## src/rtl/core/wppf_pkg.sv

```systemverilog
`timescale 1ns / 1ps

package wppf_pkg;

    // table and coordinate sizes
    localparam int MAX_WAYPOINTS = 1024;
    localparam int COORD_BITS    = 24;
    localparam int ADDR_W        = $clog2(MAX_WAYPOINTS);
    localparam int CNT_W         = $clog2(MAX_WAYPOINTS + 1);
    localparam int ENTRY_W       = 3 * COORD_BITS;

    // keep radius register
    localparam int                  THRESH_W     = 24;
    localparam logic [THRESH_W-1:0] THRESH_RESET = THRESH_W'(10000);
    localparam int                  TSQ_W        = 2 * THRESH_W;

    // distance arithmetic
    localparam int DIFF_W = COORD_BITS + 1;
    localparam int SQ_W   = 2 * DIFF_W;
    localparam int SUM_W  = SQ_W + 2;

    // stream widths, tdata packed to whole bytes
    localparam int S_TDATA_W = ((ENTRY_W + 7) / 8) * 8;
    localparam int M_TDATA_W = ((1 + CNT_W + 7) / 8) * 8;
    localparam int CMD_W     = 2;
    localparam int STATUS_W  = 2;

    // request commands
    localparam logic [CMD_W-1:0] CMD_CLEAR    = 2'd0;
    localparam logic [CMD_W-1:0] CMD_APPEND   = 2'd1;
    localparam logic [CMD_W-1:0] CMD_CLASSIFY = 2'd2;

    // result status codes
    localparam logic [STATUS_W-1:0] STATUS_OK    = 2'd0;
    localparam logic [STATUS_W-1:0] STATUS_FULL  = 2'd1;
    localparam logic [STATUS_W-1:0] STATUS_EMPTY = 2'd2;

    // controller to datapath commands
    typedef struct packed {
        logic capture;
        logic clear;
        logic append;
        logic scan_start;
        logic issue;
        logic flush;
    } wppf_ctl_t;

    // datapath to controller status
    typedef struct packed {
        logic [CNT_W-1:0] count;
        logic             full;
        logic             empty;
        logic             issue_last;
        logic             res_valid;
        logic             res_hit;
        logic             res_last;
    } wppf_sts_t;

endpackage

```

## src/rtl/core/wppf_ctrl.sv

```systemverilog
`timescale 1ns / 1ps

module wppf_ctrl (
    input  logic                            clk,
    input  logic                            rst_n,
    input  logic                            s_tvalid,
    output logic                            s_tready,
    input  logic [wppf_pkg::CMD_W-1:0]      cmd,
    output logic                            m_tvalid,
    input  logic                            m_tready,
    output logic                            keep,
    output logic [wppf_pkg::STATUS_W-1:0]   status,
    output logic [wppf_pkg::CNT_W-1:0]      waypoint_count,
    output wppf_pkg::wppf_ctl_t             ctl,
    input  wppf_pkg::wppf_sts_t             sts
);

    import wppf_pkg::*;

    typedef enum logic [1:0] {
        ST_IDLE,
        ST_EXEC,
        ST_SCAN,
        ST_RESP
    } state_t;

    state_t              state_reg;
    logic [CMD_W-1:0]    cmd_reg;
    logic                keep_reg;
    logic [STATUS_W-1:0] status_reg;
    logic                issued_all_reg;
    logic                m_valid_reg;
    logic                m_keep_reg;
    logic [STATUS_W-1:0] m_status_reg;
    logic [CNT_W-1:0]    m_count_reg;

    logic in_accept;
    logic stop;
    logic out_free;

    assign s_tready       = (state_reg == ST_IDLE);
    assign in_accept      = s_tvalid & s_tready;
    assign stop           = sts.res_valid & (sts.res_hit | sts.res_last);
    assign out_free       = ~m_valid_reg | m_tready;
    assign m_tvalid       = m_valid_reg;
    assign keep           = m_keep_reg;
    assign status         = m_status_reg;
    assign waypoint_count = m_count_reg;

    always_comb
    begin
        ctl.capture    = in_accept;
        ctl.clear      = (state_reg == ST_EXEC) && (cmd_reg == CMD_CLEAR);
        ctl.append     = (state_reg == ST_EXEC) && (cmd_reg == CMD_APPEND) && !sts.full;
        ctl.scan_start = (state_reg == ST_EXEC) && (cmd_reg == CMD_CLASSIFY) && !sts.empty;
        ctl.issue      = (state_reg == ST_SCAN) && !issued_all_reg && !stop;
        ctl.flush      = (state_reg == ST_SCAN) && stop;
    end

    always_ff @(posedge clk or negedge rst_n)
    begin
        if (!rst_n)
        begin
            state_reg      <= ST_IDLE;
            cmd_reg        <= CMD_CLEAR;
            keep_reg       <= 1'b0;
            status_reg     <= STATUS_OK;
            issued_all_reg <= 1'b0;
            m_valid_reg    <= 1'b0;
            m_keep_reg     <= 1'b0;
            m_status_reg   <= STATUS_OK;
            m_count_reg    <= '0;
        end
        else
        begin
            if ((state_reg == ST_RESP) && out_free)
                m_valid_reg <= 1'b1;
            else if (m_tready)
                m_valid_reg <= 1'b0;

            unique case (state_reg)
                ST_IDLE:
                begin
                    if (in_accept)
                    begin
                        cmd_reg   <= cmd;
                        state_reg <= ST_EXEC;
                    end
                end
                ST_EXEC:
                begin
                    keep_reg   <= 1'b0;
                    status_reg <= STATUS_OK;
                    state_reg  <= ST_RESP;
                    if (cmd_reg == CMD_APPEND)
                    begin
                        if (sts.full)
                            status_reg <= STATUS_FULL;
                    end
                    else if (cmd_reg == CMD_CLASSIFY)
                    begin
                        if (sts.empty)
                            status_reg <= STATUS_EMPTY;
                        else
                        begin
                            issued_all_reg <= 1'b0;
                            state_reg      <= ST_SCAN;
                        end
                    end
                end
                ST_SCAN:
                begin
                    if (ctl.issue && sts.issue_last)
                        issued_all_reg <= 1'b1;
                    if (stop)
                    begin
                        keep_reg  <= sts.res_hit;
                        state_reg <= ST_RESP;
                    end
                end
                ST_RESP:
                begin
                    if (out_free)
                    begin
                        m_keep_reg   <= keep_reg;
                        m_status_reg <= status_reg;
                        m_count_reg  <= sts.count;
                        state_reg    <= ST_IDLE;
                    end
                end
            endcase
        end
    end

endmodule

```

## config.mk

```make
export PLATFORM = sky130hd
export DESIGN_NAME = wppf_ctrl
export DESIGN_NICKNAME = d
export VERILOG_FILES = /design/src/rtl/core/wppf_pkg.sv /design/src/rtl/core/wppf_ctrl.sv
export SDC_FILE = /design/constraint.sdc
export NUM_CORES = 1
export LEC_CHECK = 0
export ABC_AREA = 1
export ABC_CLOCK_PERIOD_IN_PS = 3300
export BUFFER_PORTS_ARGS = -buffer_cell sky130_fd_sc_hd__buf_2
export CORE_UTILIZATION = 50
export DETAILED_ROUTE_END_ITERATION = 16
export GPL_ROUTABILITY_DRIVEN = 0
export GPL_TIMING_DRIVEN = 0
export HOLD_SLACK_MARGIN = 0.06
export PLACE_DENSITY = 0.92
export SYNTH_ARGS = -nofsm -noshare
export SYNTH_HDL_FRONTEND = slang
export SYNTH_SLANG_ARGS = --single-unit
export TNS_END_PERCENT = 5
```

## constraint.sdc

```tcl
create_clock -name clk -period 3.3 [get_ports clk]
set_input_delay 0.165 -clock clk [delete_from_list [all_inputs] [get_ports clk]]
set_output_delay 0.165 -clock clk [all_outputs]
set_load 0.03 [all_outputs]
```

== Word-level counts from Yosys, hierarchy flattened ==
Index checks and enable logic that the tools add are counted.

* Bitwise operators: 5
* Reductions and logical operators: 23
* Div/mod/pow operators: 0
* Multiply operators: 0
* $lt $le $gt $ge: 0
* Equality and inequality tests: 12
* Add/subtract/negate cells: 0
* Shift operators: 0
* Muxes and demuxes: 20

{| class="wikitable"
|+ Operator list
! kind !! number
|-
| $mux W2 || 6
|-
| $mux W1 || 11
|-
| $logic_and A1 B1 Y1 || 10
|-
| $ne A2 B2 Y1 const B || 4
|-
| $pmux W2 S4 || 1
|-
| $eq A2 B2 Y1 const B || 3
|-
| $ne A2 B1 Y1 const B || 3
|-
| $reduce_and A2 Y1 || 3
|-
| $reduce_and A5 Y1 || 1
|-
| $eq A2 B1 Y1 const B || 2
|-
| $logic_not A1 Y1 || 4
|-
| $logic_not A2 Y1 || 2
|-
| $pmux W1 S2 || 2
|-
| $reduce_bool A2 Y1 || 2
|-
| $reduce_and A3 Y1 || 1
|-
| $and A1 B1 Y1 || 2
|-
| $or A1 B1 Y1 || 2
|-
| $not A1 Y1 || 1
|}

* Output and inout port bits: 22
* Memories kept: 0
* RAM bits: 0
* Bits of input ports: 23
* Latch bits: 0
* Logic and storage cells: 69
* Bits in read-only memories: 0
* Register bits: 23

== Logic depth before layout (Yosys ltp) ==
Gate-level depths: netlist of run 1.

* Word-level depth: 7
* Gate-level depth with buffers: 8
* Depth with buffers taken out: 8

== Least setup slack after synthesis of run 1 ==
Ideal clock, no wire load.

* Kind: flip-flop to output port
* From: register state_reg[1]
* To: output ctl[3] (netlist name)
* Required time: 3.135 ns
* Stages on the path, launching flop included: 5
* Arrival: 1.689 ns
* Setup slack: 1.446 ns
* Path buffers: 0
* Cell sequence: dfrtp_1 -> inv_1 -> ha_1 -> inv_1 -> nor4_1

{| class="wikitable"
|+ RTL lines
! element !! RTL line !! source
|-
| start: declaration || wppf_ctrl.sv:27 || <nowiki>state_t state_reg;</nowiki>
|-
| start signal: assignment || wppf_ctrl.sv:64 || <nowiki>state_reg <= ST_IDLE;</nowiki>
|-
| start signal: assignment || wppf_ctrl.sv:87 || <nowiki>state_reg <= ST_EXEC;</nowiki>
|-
| start signal: assignment || wppf_ctrl.sv:94 || <nowiki>state_reg <= ST_RESP;</nowiki>
|-
| end: declaration || wppf_ctrl.sv:14 || <nowiki>output wppf_pkg::wppf_ctl_t ctl,</nowiki>
|}

==> results of run 1 <==
critical path, delay by kind of cell (launching register included):
kind                       cells  cell delay (ns)
buffers and inverters          3             0.48
DFF                            1             0.43
adders and majority gates      1             0.26
and+or+nand+nor                1             0.19
power groups by stage:
stage / Sequential [mW] / Combinational [mW] / Clock, mW
after floorplan: 0.673 / 0.418 / 0
after global placement: 0.488 / 0.773 / 0
after detailed placement: 0.499 / 0.800 / 0
after CTS: 0.492 / 0.804 / 0.129
after global routing: 0.509 / 0.872 / 0.143
final: 0.491 / 0.799 / 0.127
layout make-up:
class	instances	area share
Buffer	2	0.0137
Clock buffer	3	0.0164
Timing Repair Buffer	46	0.175
Multi-Input combinational cell	65	0.305
Inverter	15	0.0411
Clock inverter	1	0.00365
Sequential cell	23	0.420
Tap cell	27	0.0247
cell usage after synthesis:
library cell	count
inv_1	15
mux2_4	4
mux2_2	7
buf_4	1
nand4_1	1
nor2_1	10
nor4_1	1
nand2_2	1
o21a_1	1
dfrtp_1	23
nand2_1	19
nand3_1	5
nand2_4	1
a21oi_1	1
o21ai_0	8
ha_1	4
nor3_1	1
o211ai_1	1
buf_6	1
how the worst max path moves through the flow:
| stage | end | cells after the start |
|---|---|---|
| 6_report | ctl[3] | 5 |
| 5_1_grt | ctl[3] | 5 |
| 4_1_cts | ctl[3] | 5 |
| 3_5_place_dp | ctl[3] | 5 |
| 3_3_place_gp | ctl[3] | 5 |
| 2_1_floorplan | ctl[3] | 4 |
cells by family after synthesis:
logic type,Yosys count,synth area share
adder cells (fa/ha/maj),4,0.0468
flip-flops,23,0.539
multiplexers,11,0.130
AO/OA/AOI/OAI,11,0.0562
buffers and inverters,17,0.0703
AND/OR/NAND/NOR,39,0.158
routing by layer:
layer / wire (um) / vias to the layer above / global-route usage / part of all wire
li1: - / 435 / - / -
met1: 887 / 406 / 0.227 / 0.44
met2: 999 / 34 / 0.307 / 0.49
met3: 129 / 2 / 0.0370 / 0.064
met4: 15 / 0 / 0.0611 / 0.0074
met5: 0 / - / 0 / 0
timing repair:
action | in CTS | in global routing
gates resized for setup | 0 | 0
setup buffers | 0 | 0
hold buffers | 2 | 0
hold endpoints to repair | 24 | 0
metrics by stage:
stage          hold WS (ns)  instance area (sq um)   util  worst slack [ns]  std cells
2_1_floorplan        -0.131                   1070      -              1.45        105
3_3_place_gp          0.151                   1320  0.667              1.91        176
3_5_place_dp          0.163                   1320  0.667              1.80        176
4_1_cts              0.0648                   1370  0.691              1.46        182
5_1_grt              0.0702                   1370  0.691              1.37        182
6_report             0.0650                   1370  0.691              1.46        182
==> flow_metrics.py, run 1 <==
metrics = {
    "layout": {
        "layout_common_cells": "44 x buf_2, 23 x dfrtp_1, 19 x nand2_1",
        "layout-drive-gt1-share": 0.406,
        "multi_input_area_sq_um": 418,
        "syn2layout_area_growth_pct": 28.2,
        "fillers": 159,
        "largest_reg_flops": 11,
        "antennaDiodeCount": 0,
        "layout.area.seq_sq_um": 576,
        "final_common_cell": "buf_2",
        "finalNetCount": 183,
    },
    "yosys": {
        "synth_area_per_cell_sq_um": 10.2,
        "netlist_instances": 105,
        "ys_ff_latch": 23,
        "synth_top_area_frac": 0.539,
        "synthesis.area_sq_um": 1070,
        "netlist-cell-type-count": 19,
        "yosys_warnings": 0,
        "synthTopCellsByArea": "dfrtp_1 54%, mux2_2 7.4%, nand2_1 6.7%",
        "synth_seq_area_share": 0.539,
        "yosysTopAreaCell": "dfrtp_1",
        "syn_nets": 132,
    },
    "power_and_ir_drop": {
        "switchingPower_uw": 660,
        "p_clk_frac": 0.090,
        "p_int_uw": 758,
        "power.total_mw": 1.42,
        "p_seq_frac": 0.347,
        "switching_share": 0.465,
        "peakVddDrop_mv": 0.548,
        "power.leakage_nw": 0.769,
        "pwr-share-comb": 0.563,
        "power_density_nw_per_um2": 1030,
    },
    "timing": {
        "finalClockSkew_ns": 0.00286,
        "period_needed_ns": 1.84,
        "hold_viol_final": 0,
        "tightest_slew_ns": 0.503,
        "rsz0062_at_grt": "no",
        "finalCritPeriodShare": 0.557,
        "setup_tns_ns": 0,
        "setup_viol": 0,
        "max-slew-margin-rel": 0.664,
        "slew_violations": 0,
        "max_clock_freq_mhz": 544,
    },
    "setup_path": {
        "r2r_setup_slack_ns": 1.87,
        "cp_slowest_stage_delay_ns": 0.43,
        "crit_start": "state_reg[1]$_DFFE_PN0P_",
        "critical_path_class": "register to output pin",
        "critPathLaunchType": "register",
        "cp_max_fo": 6,
        "end_kind": "output pin",
        "critical-path-slowest-cell": "dfrtp_1",
        "path_common_cell": "inv_1",
        "rr_endpoint": "waypoint_count[4]$_DFFE_PN0P_",
        "worst-endpoint-arrival_ns": 1.67,
        "r2r-start": "state_reg[0]$_DFFE_PN0P_",
        "required_ns": 3.13,
        "reg2regPathDepth": 4,
        "cp_cell_sequence": "inv_1, ha_1, inv_1, nor4_1, buf_2",
    },
    "drt": {
        "postRouteAntennaNets": 0,
        "drtPass1Iterations": 4,
        "routedWlPerCell_um": 11.2,
        "vias": 877,
        "drt_iter0_markers": 18,
        "routed_wl_mm": 2.03,
        "drc": 0,
        "viasPerCell": 4.82,
    },
    "min_path": {
        "min_to": "cmd_reg[0]$_DFFE_PN0P_",
        "hp-class": "input port to register",
        "min_path_cells": 3,
        "hp-start": "cmd[0]",
    },
    "grt": {
        "grtUsageTotal": 0.180,
        "grt_pass1_wl_mm": 2.90,
        "grt_max_degree": 24,
        "grt_pass1_vias": 734,
        "overflow": 0,
        "antenna_found_initial": 0,
    },
    "clocking": {
        "root_buffer": "clkbuf_4",
        "clockBufferDepth": 2,
        "clock-sinks": 23,
        "insertion_delay_ns": 0.30,
        "numCtsBuffers": 3,
        "clkTransAtPathRegs_ns": 0.13,
        "cts_tree": "done",
        "h-tree-depth": 1,
    },
    "floorplan": {
        "ios": 45,
        "fp.dieH_um": 48.2,
        "die_area_sq_um": 2330,
        "die_x_um": 48.2,
        "coreArea_sq_um": 1980,
        "initial_core_util": 0.539,
        "num_rows": 16,
    },
    "outcome": {
        "status": "finished, final reports clean",
    },
    "job": {
        "drv_cap": 0,
    },
    "place": {
        "hpwl_mm": 1.58,
        "port_buffers": 44,
    },
}
Power figures use the tool's default switching activity.
==> run 2, diff against run 1 <==
--- a/config.mk
+++ b/config.mk
@@ -6,14 +6,14 @@
 export NUM_CORES = 1
 export LEC_CHECK = 0
 export ABC_AREA = 1
-export ABC_CLOCK_PERIOD_IN_PS = 3300
+export ABC_CLOCK_PERIOD_IN_PS = 1500
 export BUFFER_PORTS_ARGS = -buffer_cell sky130_fd_sc_hd__buf_2
-export CORE_UTILIZATION = 50
+export CORE_UTILIZATION = 42
 export DETAILED_ROUTE_END_ITERATION = 16
 export GPL_ROUTABILITY_DRIVEN = 0
 export GPL_TIMING_DRIVEN = 0
 export HOLD_SLACK_MARGIN = 0.06
-export PLACE_DENSITY = 0.92
+export PLACE_DENSITY = 0.83
 export SYNTH_ARGS = -nofsm -noshare
 export SYNTH_HDL_FRONTEND = slang
 export SYNTH_SLANG_ARGS = --single-unit
==> constraint.sdc (replaced) <==
create_clock -name clk -period 1.5 [get_ports clk]
set_input_delay 0.075 -clock clk [delete_from_list [all_inputs] [get_ports clk]]
set_output_delay 0.075 -clock clk [all_outputs]
set_load 0.03 [all_outputs]
==> flow_metrics.py, run 2 (synthesized netlist as in run 1, its figures left out) <==
metrics = {
    "outcome": {
        "violations": "setup timing",
        "status": "finished, violations left",
    },
    "timing": {
        "post-route-worst-setup-slack_ns": -0.0857,
        "setup_tns_ns": -0.226,
        "slew_violations": 0,
        "max_clock_freq_mhz": 631,
        "rsz0062_at_grt": "yes",
        "finalClockSkew_ns": 0.00681,
        "hold_viol_final": 0,
        "period_needed_ns": 1.59,
        "tightest_slew_ns": 0.728,
        "finalCritPeriodShare": 1.06,
        "max-slew-margin-rel": 0.509,
        "setup_viol": 6,
    },
    "grt": {
        "antenna_found_initial": 0,
        "grt_pass1_vias": 1058,
        "grtUsageTotal": 0.223,
        "grt_max_degree": 24,
        "overflow": 0,
        "grt_pass1_wl_mm": 4.38,
    },
    "layout": {
        "final_cells": 209,
        "syn2layout_area_growth_pct": 62.1,
        "final_common_cell": "buf_2",
        "utilization": 0.754,
        "finalNetCount": 209,
        "multi_input_area_sq_um": 509,
        "layout_common_cells": "38 x buf_2, 23 x dfrtp_1, 18 x dlygate4sd3_1",
        "largest_reg_flops": 11,
        "fin_area_sq_um": 1730,
        "fillers": 122,
        "layout-drive-gt1-share": 0.481,
        "antennaDiodeCount": 0,
        "layout.area.seq_sq_um": 576,
    },
    "floorplan": {
        "initial_core_util": 0.465,
        "die_x_um": 52.4,
        "die_area_sq_um": 2750,
        "coreArea_sq_um": 2300,
        "fp.dieH_um": 52.4,
        "num_rows": 17,
        "ios": 45,
    },
    "setup_path": {
        "cp_cell_sequence": "buf_4, ha_4, inv_4, nor4_2, buf_4",
        "required_ns": 1.42,
        "r2r-start": "state_reg[0]$_DFFE_PN0P_",
        "cp_max_fo": 4,
        "worst-endpoint-arrival_ns": 1.51,
        "path_common_cell": "buf_4",
        "end_kind": "output pin",
        "critical_path_class": "register to output pin",
        "reg2regPathDepth": 8,
        "crit_start": "state_reg[0]$_DFFE_PN0P_",
        "critical-path-slowest-cell": "dfrtp_1",
        "r2r_setup_slack_ns": 0,
        "crit_path_end": "ctl[3]",
        "critPathLaunchType": "register",
        "rr_endpoint": "issued_all_reg$_DFFE_PN0P_",
        "cp_slowest_stage_delay_ns": 0.45,
    },
    "drt": {
        "routedWlPerCell_um": 16.8,
        "viasPerCell": 5.29,
        "drtPass1Iterations": 4,
        "drc": 0,
        "drt_iter0_markers": 20,
        "vias": 1106,
        "routed_wl_mm": 3.50,
        "postRouteAntennaNets": 0,
    },
    "place": {
        "port_buffers": 44,
        "dpl_cell_area_sq_um": 1330,
        "dp.cells": 177,
        "dp_worst_setup_slack_ns": 0.0791,
        "hpwl_mm": 1.75,
    },
    "clocking": {
        "cts_tree": "done",
        "h-tree-depth": 1,
        "clock-sinks": 23,
        "clkTransAtPathRegs_ns": 0.13,
        "root_buffer": "clkbuf_4",
        "clockBufferDepth": 2,
        "insertion_delay_ns": 0.32,
        "numCtsBuffers": 3,
    },
    "job": {
        "drv_cap": 0,
    },
    "min_path": {
        "hp-class": "input port to register",
        "hp-start": "sts[1]",
    },
    "power_and_ir_drop": {
        "peakVddDrop_mv": 1.42,
        "power_density_nw_per_um2": 2210,
        "power.leakage_nw": 0.897,
    },
}
==> run 2: cell type report <==
type	instances	share of cell area
flip-flops and latches	23	0.332
inverters	15	0.0354
repair buffers	72	0.290
clock buffers	4	0.0152
plain buffers	2	0.0130
multi-input cells	65	0.294
well taps	28	0.0202
==> run 2: critical path, delay by kind of cell, from the launching register on <==
family / cells / cell delay [ns]
DFF: 1 / 0.45
buffers and inverters: 3 / 0.42
adders and majority gates: 1 / 0.16
and+or+nand+nor: 1 / 0.15
==> run 2: metal layers <==
layer | GRT usage | share of wire | vias up
met3 | 0.0319 | 0.047 | 16
met2 | 0.414 | 0.52 | 55
met1 | 0.232 | 0.39 | 547
met5 | 0 | 0 | -
li1 | - | - | 488
met4 | 0.136 | 0.041 | 0
==> run 2: worst min path at each step <==
stage                                         end  cells past startpoint
global route                 keep_reg$_DFFE_PN0P_                      4
global placement    waypoint_count[4]$_DFFE_PN0P_                      1
floorplan                  cmd_reg[0]$_DFFE_PN0P_                      0
CTS                          keep_reg$_DFFE_PN0P_                      4
detailed placement  waypoint_count[1]$_DFFE_PN0P_                      1
finish                       keep_reg$_DFFE_PN0P_                      4
==> run 2: power by group <==
group,switching [mW],internal [mW],total (mW)
Sequential,0.207,0.915,1.12
Clock,0.195,0.104,0.300
Combinational,1.41,0.988,2.40
==> run 2: timing repair <==
action,CTS,global route
setup endpoints to repair,6,8
hold endpoints to repair,39,0
hold buffers,18,0
resized for setup,19,16
buffers inserted,6,4
pin swaps,1,3
==> run 2: per-stage QoR <==
stage | total power [mW] | hold WS [ns]
4_1_cts | 3.46 | 0.0754
2_1_floorplan | 2.41 | -0.221
5_1_grt | 4.01 | 0.0974
3_5_place_dp | 2.89 | 0.0709
3_3_place_gp | 2.80 | 0.0641
6_report | 3.82 | 0.0945
==> run 3, diff against run 2 <==
--- a/config.mk
+++ b/config.mk
@@ -14,6 +14,7 @@
 export GPL_TIMING_DRIVEN = 0
 export HOLD_SLACK_MARGIN = 0.06
 export PLACE_DENSITY = 0.83
+export REMOVE_ABC_BUFFERS = 1
 export SYNTH_ARGS = -nofsm -noshare
 export SYNTH_HDL_FRONTEND = slang
 export SYNTH_SLANG_ARGS = --single-unit
==> flow_metrics.py, run 3 (synthesized netlist as in run 1, its figures left out) <==
metrics = {
    "layout": {
        "fin_area_sq_um": 1680,
        "layout_common_cells": "38 x buf_2, 22 x dfrtp_1, 18 x nand2_1, 18 x dlygate4sd3_1, 12 x inv_1",
        "final_common_cell": "buf_2",
        "final_cells": 204,
        "syn2layout_area_growth_pct": 57.6,
        "antennaDiodeCount": 0,
        "finalNetCount": 204,
        "utilization": 0.733,
        "layout-drive-gt1-share": 0.460,
        "largest_reg_flops": 11,
        "fillers": 164,
    },
    "drt": {
        "routedWlPerCell_um": 11.8,
        "viasPerCell": 4.80,
        "drtPass1Iterations": 4,
        "drc": 0,
        "routed_wl_mm": 2.41,
        "drt_iter0_markers": 20,
        "vias": 980,
        "postRouteAntennaNets": 0,
    },
    "setup_path": {
        "required_ns": 1.42,
        "cp_slowest_stage_delay_ns": 0.45,
        "rr_endpoint": "waypoint_count[9]$_DFFE_PN0P_",
        "critical_path_class": "register to output pin",
        "worst-endpoint-arrival_ns": 1.43,
        "end_kind": "output pin",
        "crit_path_end": "ctl[1]",
        "critical-path-slowest-cell": "dfrtp_2",
        "critPathBufInv": 2,
        "cp_max_fo": 5,
        "critPathLaunchType": "register",
        "r2r-start": "state_reg[0]$_DFFE_PN0P_",
        "r2r_setup_slack_ns": 0.12,
        "crit_start": "state_reg[0]$_DFFE_PN0P_",
        "cp_cell_sequence": "inv_1, ha_2, nand2_2, nor2_2, buf_6",
        "cp_num_cells": 5,
        "crit_family": "flip-flops",
        "reg2regPathDepth": 4,
    },
    "clocking": {
        "clockBufferDepth": 2,
        "insertion_delay_ns": 0.30,
        "clkTransAtPathRegs_ns": 0.12,
        "root_buffer": "clkbuf_4",
        "clock-sinks": 23,
        "h-tree-depth": 1,
        "numCtsBuffers": 3,
        "cts_tree": "done",
    },
    "timing": {
        "slew_violations": 0,
        "period_needed_ns": 1.51,
        "post-route-worst-setup-slack_ns": -0.00906,
        "max-slew-margin-rel": 0.626,
        "finalClockSkew_ns": 0.00753,
        "rsz0062_at_grt": "yes",
        "tightest_slew_ns": 0.555,
        "max_clock_freq_mhz": 663,
        "hold_viol_final": 0,
        "setup_viol": 1,
        "finalCritPeriodShare": 1.01,
        "finalHoldWorstSlack_ns": 0.0834,
    },
    "floorplan": {
        "fp.dieH_um": 52.4,
        "num_rows": 17,
        "coreArea_sq_um": 2300,
        "die_x_um": 52.4,
        "initial_core_util": 0.465,
        "ios": 45,
        "die_area_sq_um": 2750,
    },
    "min_path": {
        "hp-class": "input port to register",
    },
    "power_and_ir_drop": {
        "p_clk_frac": 0.077,
        "switching_share": 0.454,
        "pwr-share-comb": 0.612,
        "p_int_mw": 1.93,
        "power.leakage_nw": 0.865,
        "switchingPower_mw": 1.60,
        "peakVddDrop_mv": 1.26,
        "p_seq_frac": 0.311,
        "power_density_nw_per_um2": 2100,
        "power.total_mw": 3.54,
    },
    "job": {
        "drv_cap": 0,
    },
    "grt": {
        "grt_pass1_vias": 994,
        "antenna_found_initial": 0,
        "grt_pass1_wl_mm": 3.98,
        "grtUsageTotal": 0.196,
        "overflow": 0,
        "grt_max_degree": 24,
    },
    "outcome": {
        "status": "finished, violations left",
        "violations": "setup timing",
    },
    "place": {
        "dp.cells": 175,
        "port_buffers": 44,
        "hpwl_mm": 1.45,
        "dpl_cell_area_sq_um": 1310,
    },
}
[run 3: cell types whose count changed in the layout (fill, tap and decap cells not counted), moves of 2 or more]
cell,previous run,this run
inv_1,10,12
ha_2,0,2
nand2_4,3,0
ha_4,4,2
buf_4,14,8
[run 3: area by class of cell]
class	instances	area, sq um	area share
inverter	15	58.8	0.0349
sequential	23	577	0.342
timing repair buffer	69	495	0.294
tap	28	35.0	0.0208
clock buffer	4	26.3	0.0156
multi-input combinational	65	492	0.292
[run 3: through the flow]
step	setup TNS (ns)	worst slack (ns)
floorplan	-0.310	-0.264
finish	-0.00906	-0.00906
detailed placement	0	0.123
global placement	0	0.153
CTS	-0.0591	-0.0182
global route	-0.310	-0.125
[run 3: how the worst min path moves through the flow]
stage,start,endpoint,cells past startpoint
floorplan,rst_n,cmd_reg[0]$_DFFE_PN0P_,0
global placement,rst_n,waypoint_count[9]$_DFFE_PN0P_,1
detailed placement,rst_n,waypoint_count[7]$_DFFE_PN0P_,1
CTS,sts[1],keep_reg$_DFFE_PN0P_,4
global route,sts[1],keep_reg$_DFFE_PN0P_,4
finish,sts[1],keep_reg$_DFFE_PN0P_,4
[run 3: repair_timing]
action / in CTS / in global routing
buffers inserted: 7 / 0
hold buffers: 18 / 0
endpoints found under the hold margin: 39 / 0
pin swaps: 4 / 3
gates resized for setup: 14 / 18
endpoints found under the setup margin: 6 / 16
[run 3: worst reg2reg max path, cell delays in order, from the launching register on]
cell,delay [ns]
dfrtp_2,0.45
buf_4,0.15
ha_4,0.17
nand2_8,0.13
mux2_2,0.36
[run 3: power by group through the flow]
| stage | Clock [mW] | Combinational, mW | Sequential (mW) |
|---|---|---|---|
| after global placement | 0 | 1.67 | 1.08 |
| after CTS | 0.282 | 2.01 | 1.08 |
| after detailed placement | 0 | 1.71 | 1.10 |
| final | 0.272 | 2.17 | 1.10 |
| after floorplan | 0 | 0.883 | 1.48 |
| after global routing | 0.317 | 2.36 | 1.13 |
[run 3: metal layers]
metal  wire (um)  part of all wire  track usage  vias up
met2        1140              0.47        0.354       50
met4          32             0.013       0.0658        0
met3         168             0.070       0.0290        4
li1            -                 -            -      480
met1        1070              0.44        0.234      446
met5           0                 0            0        -
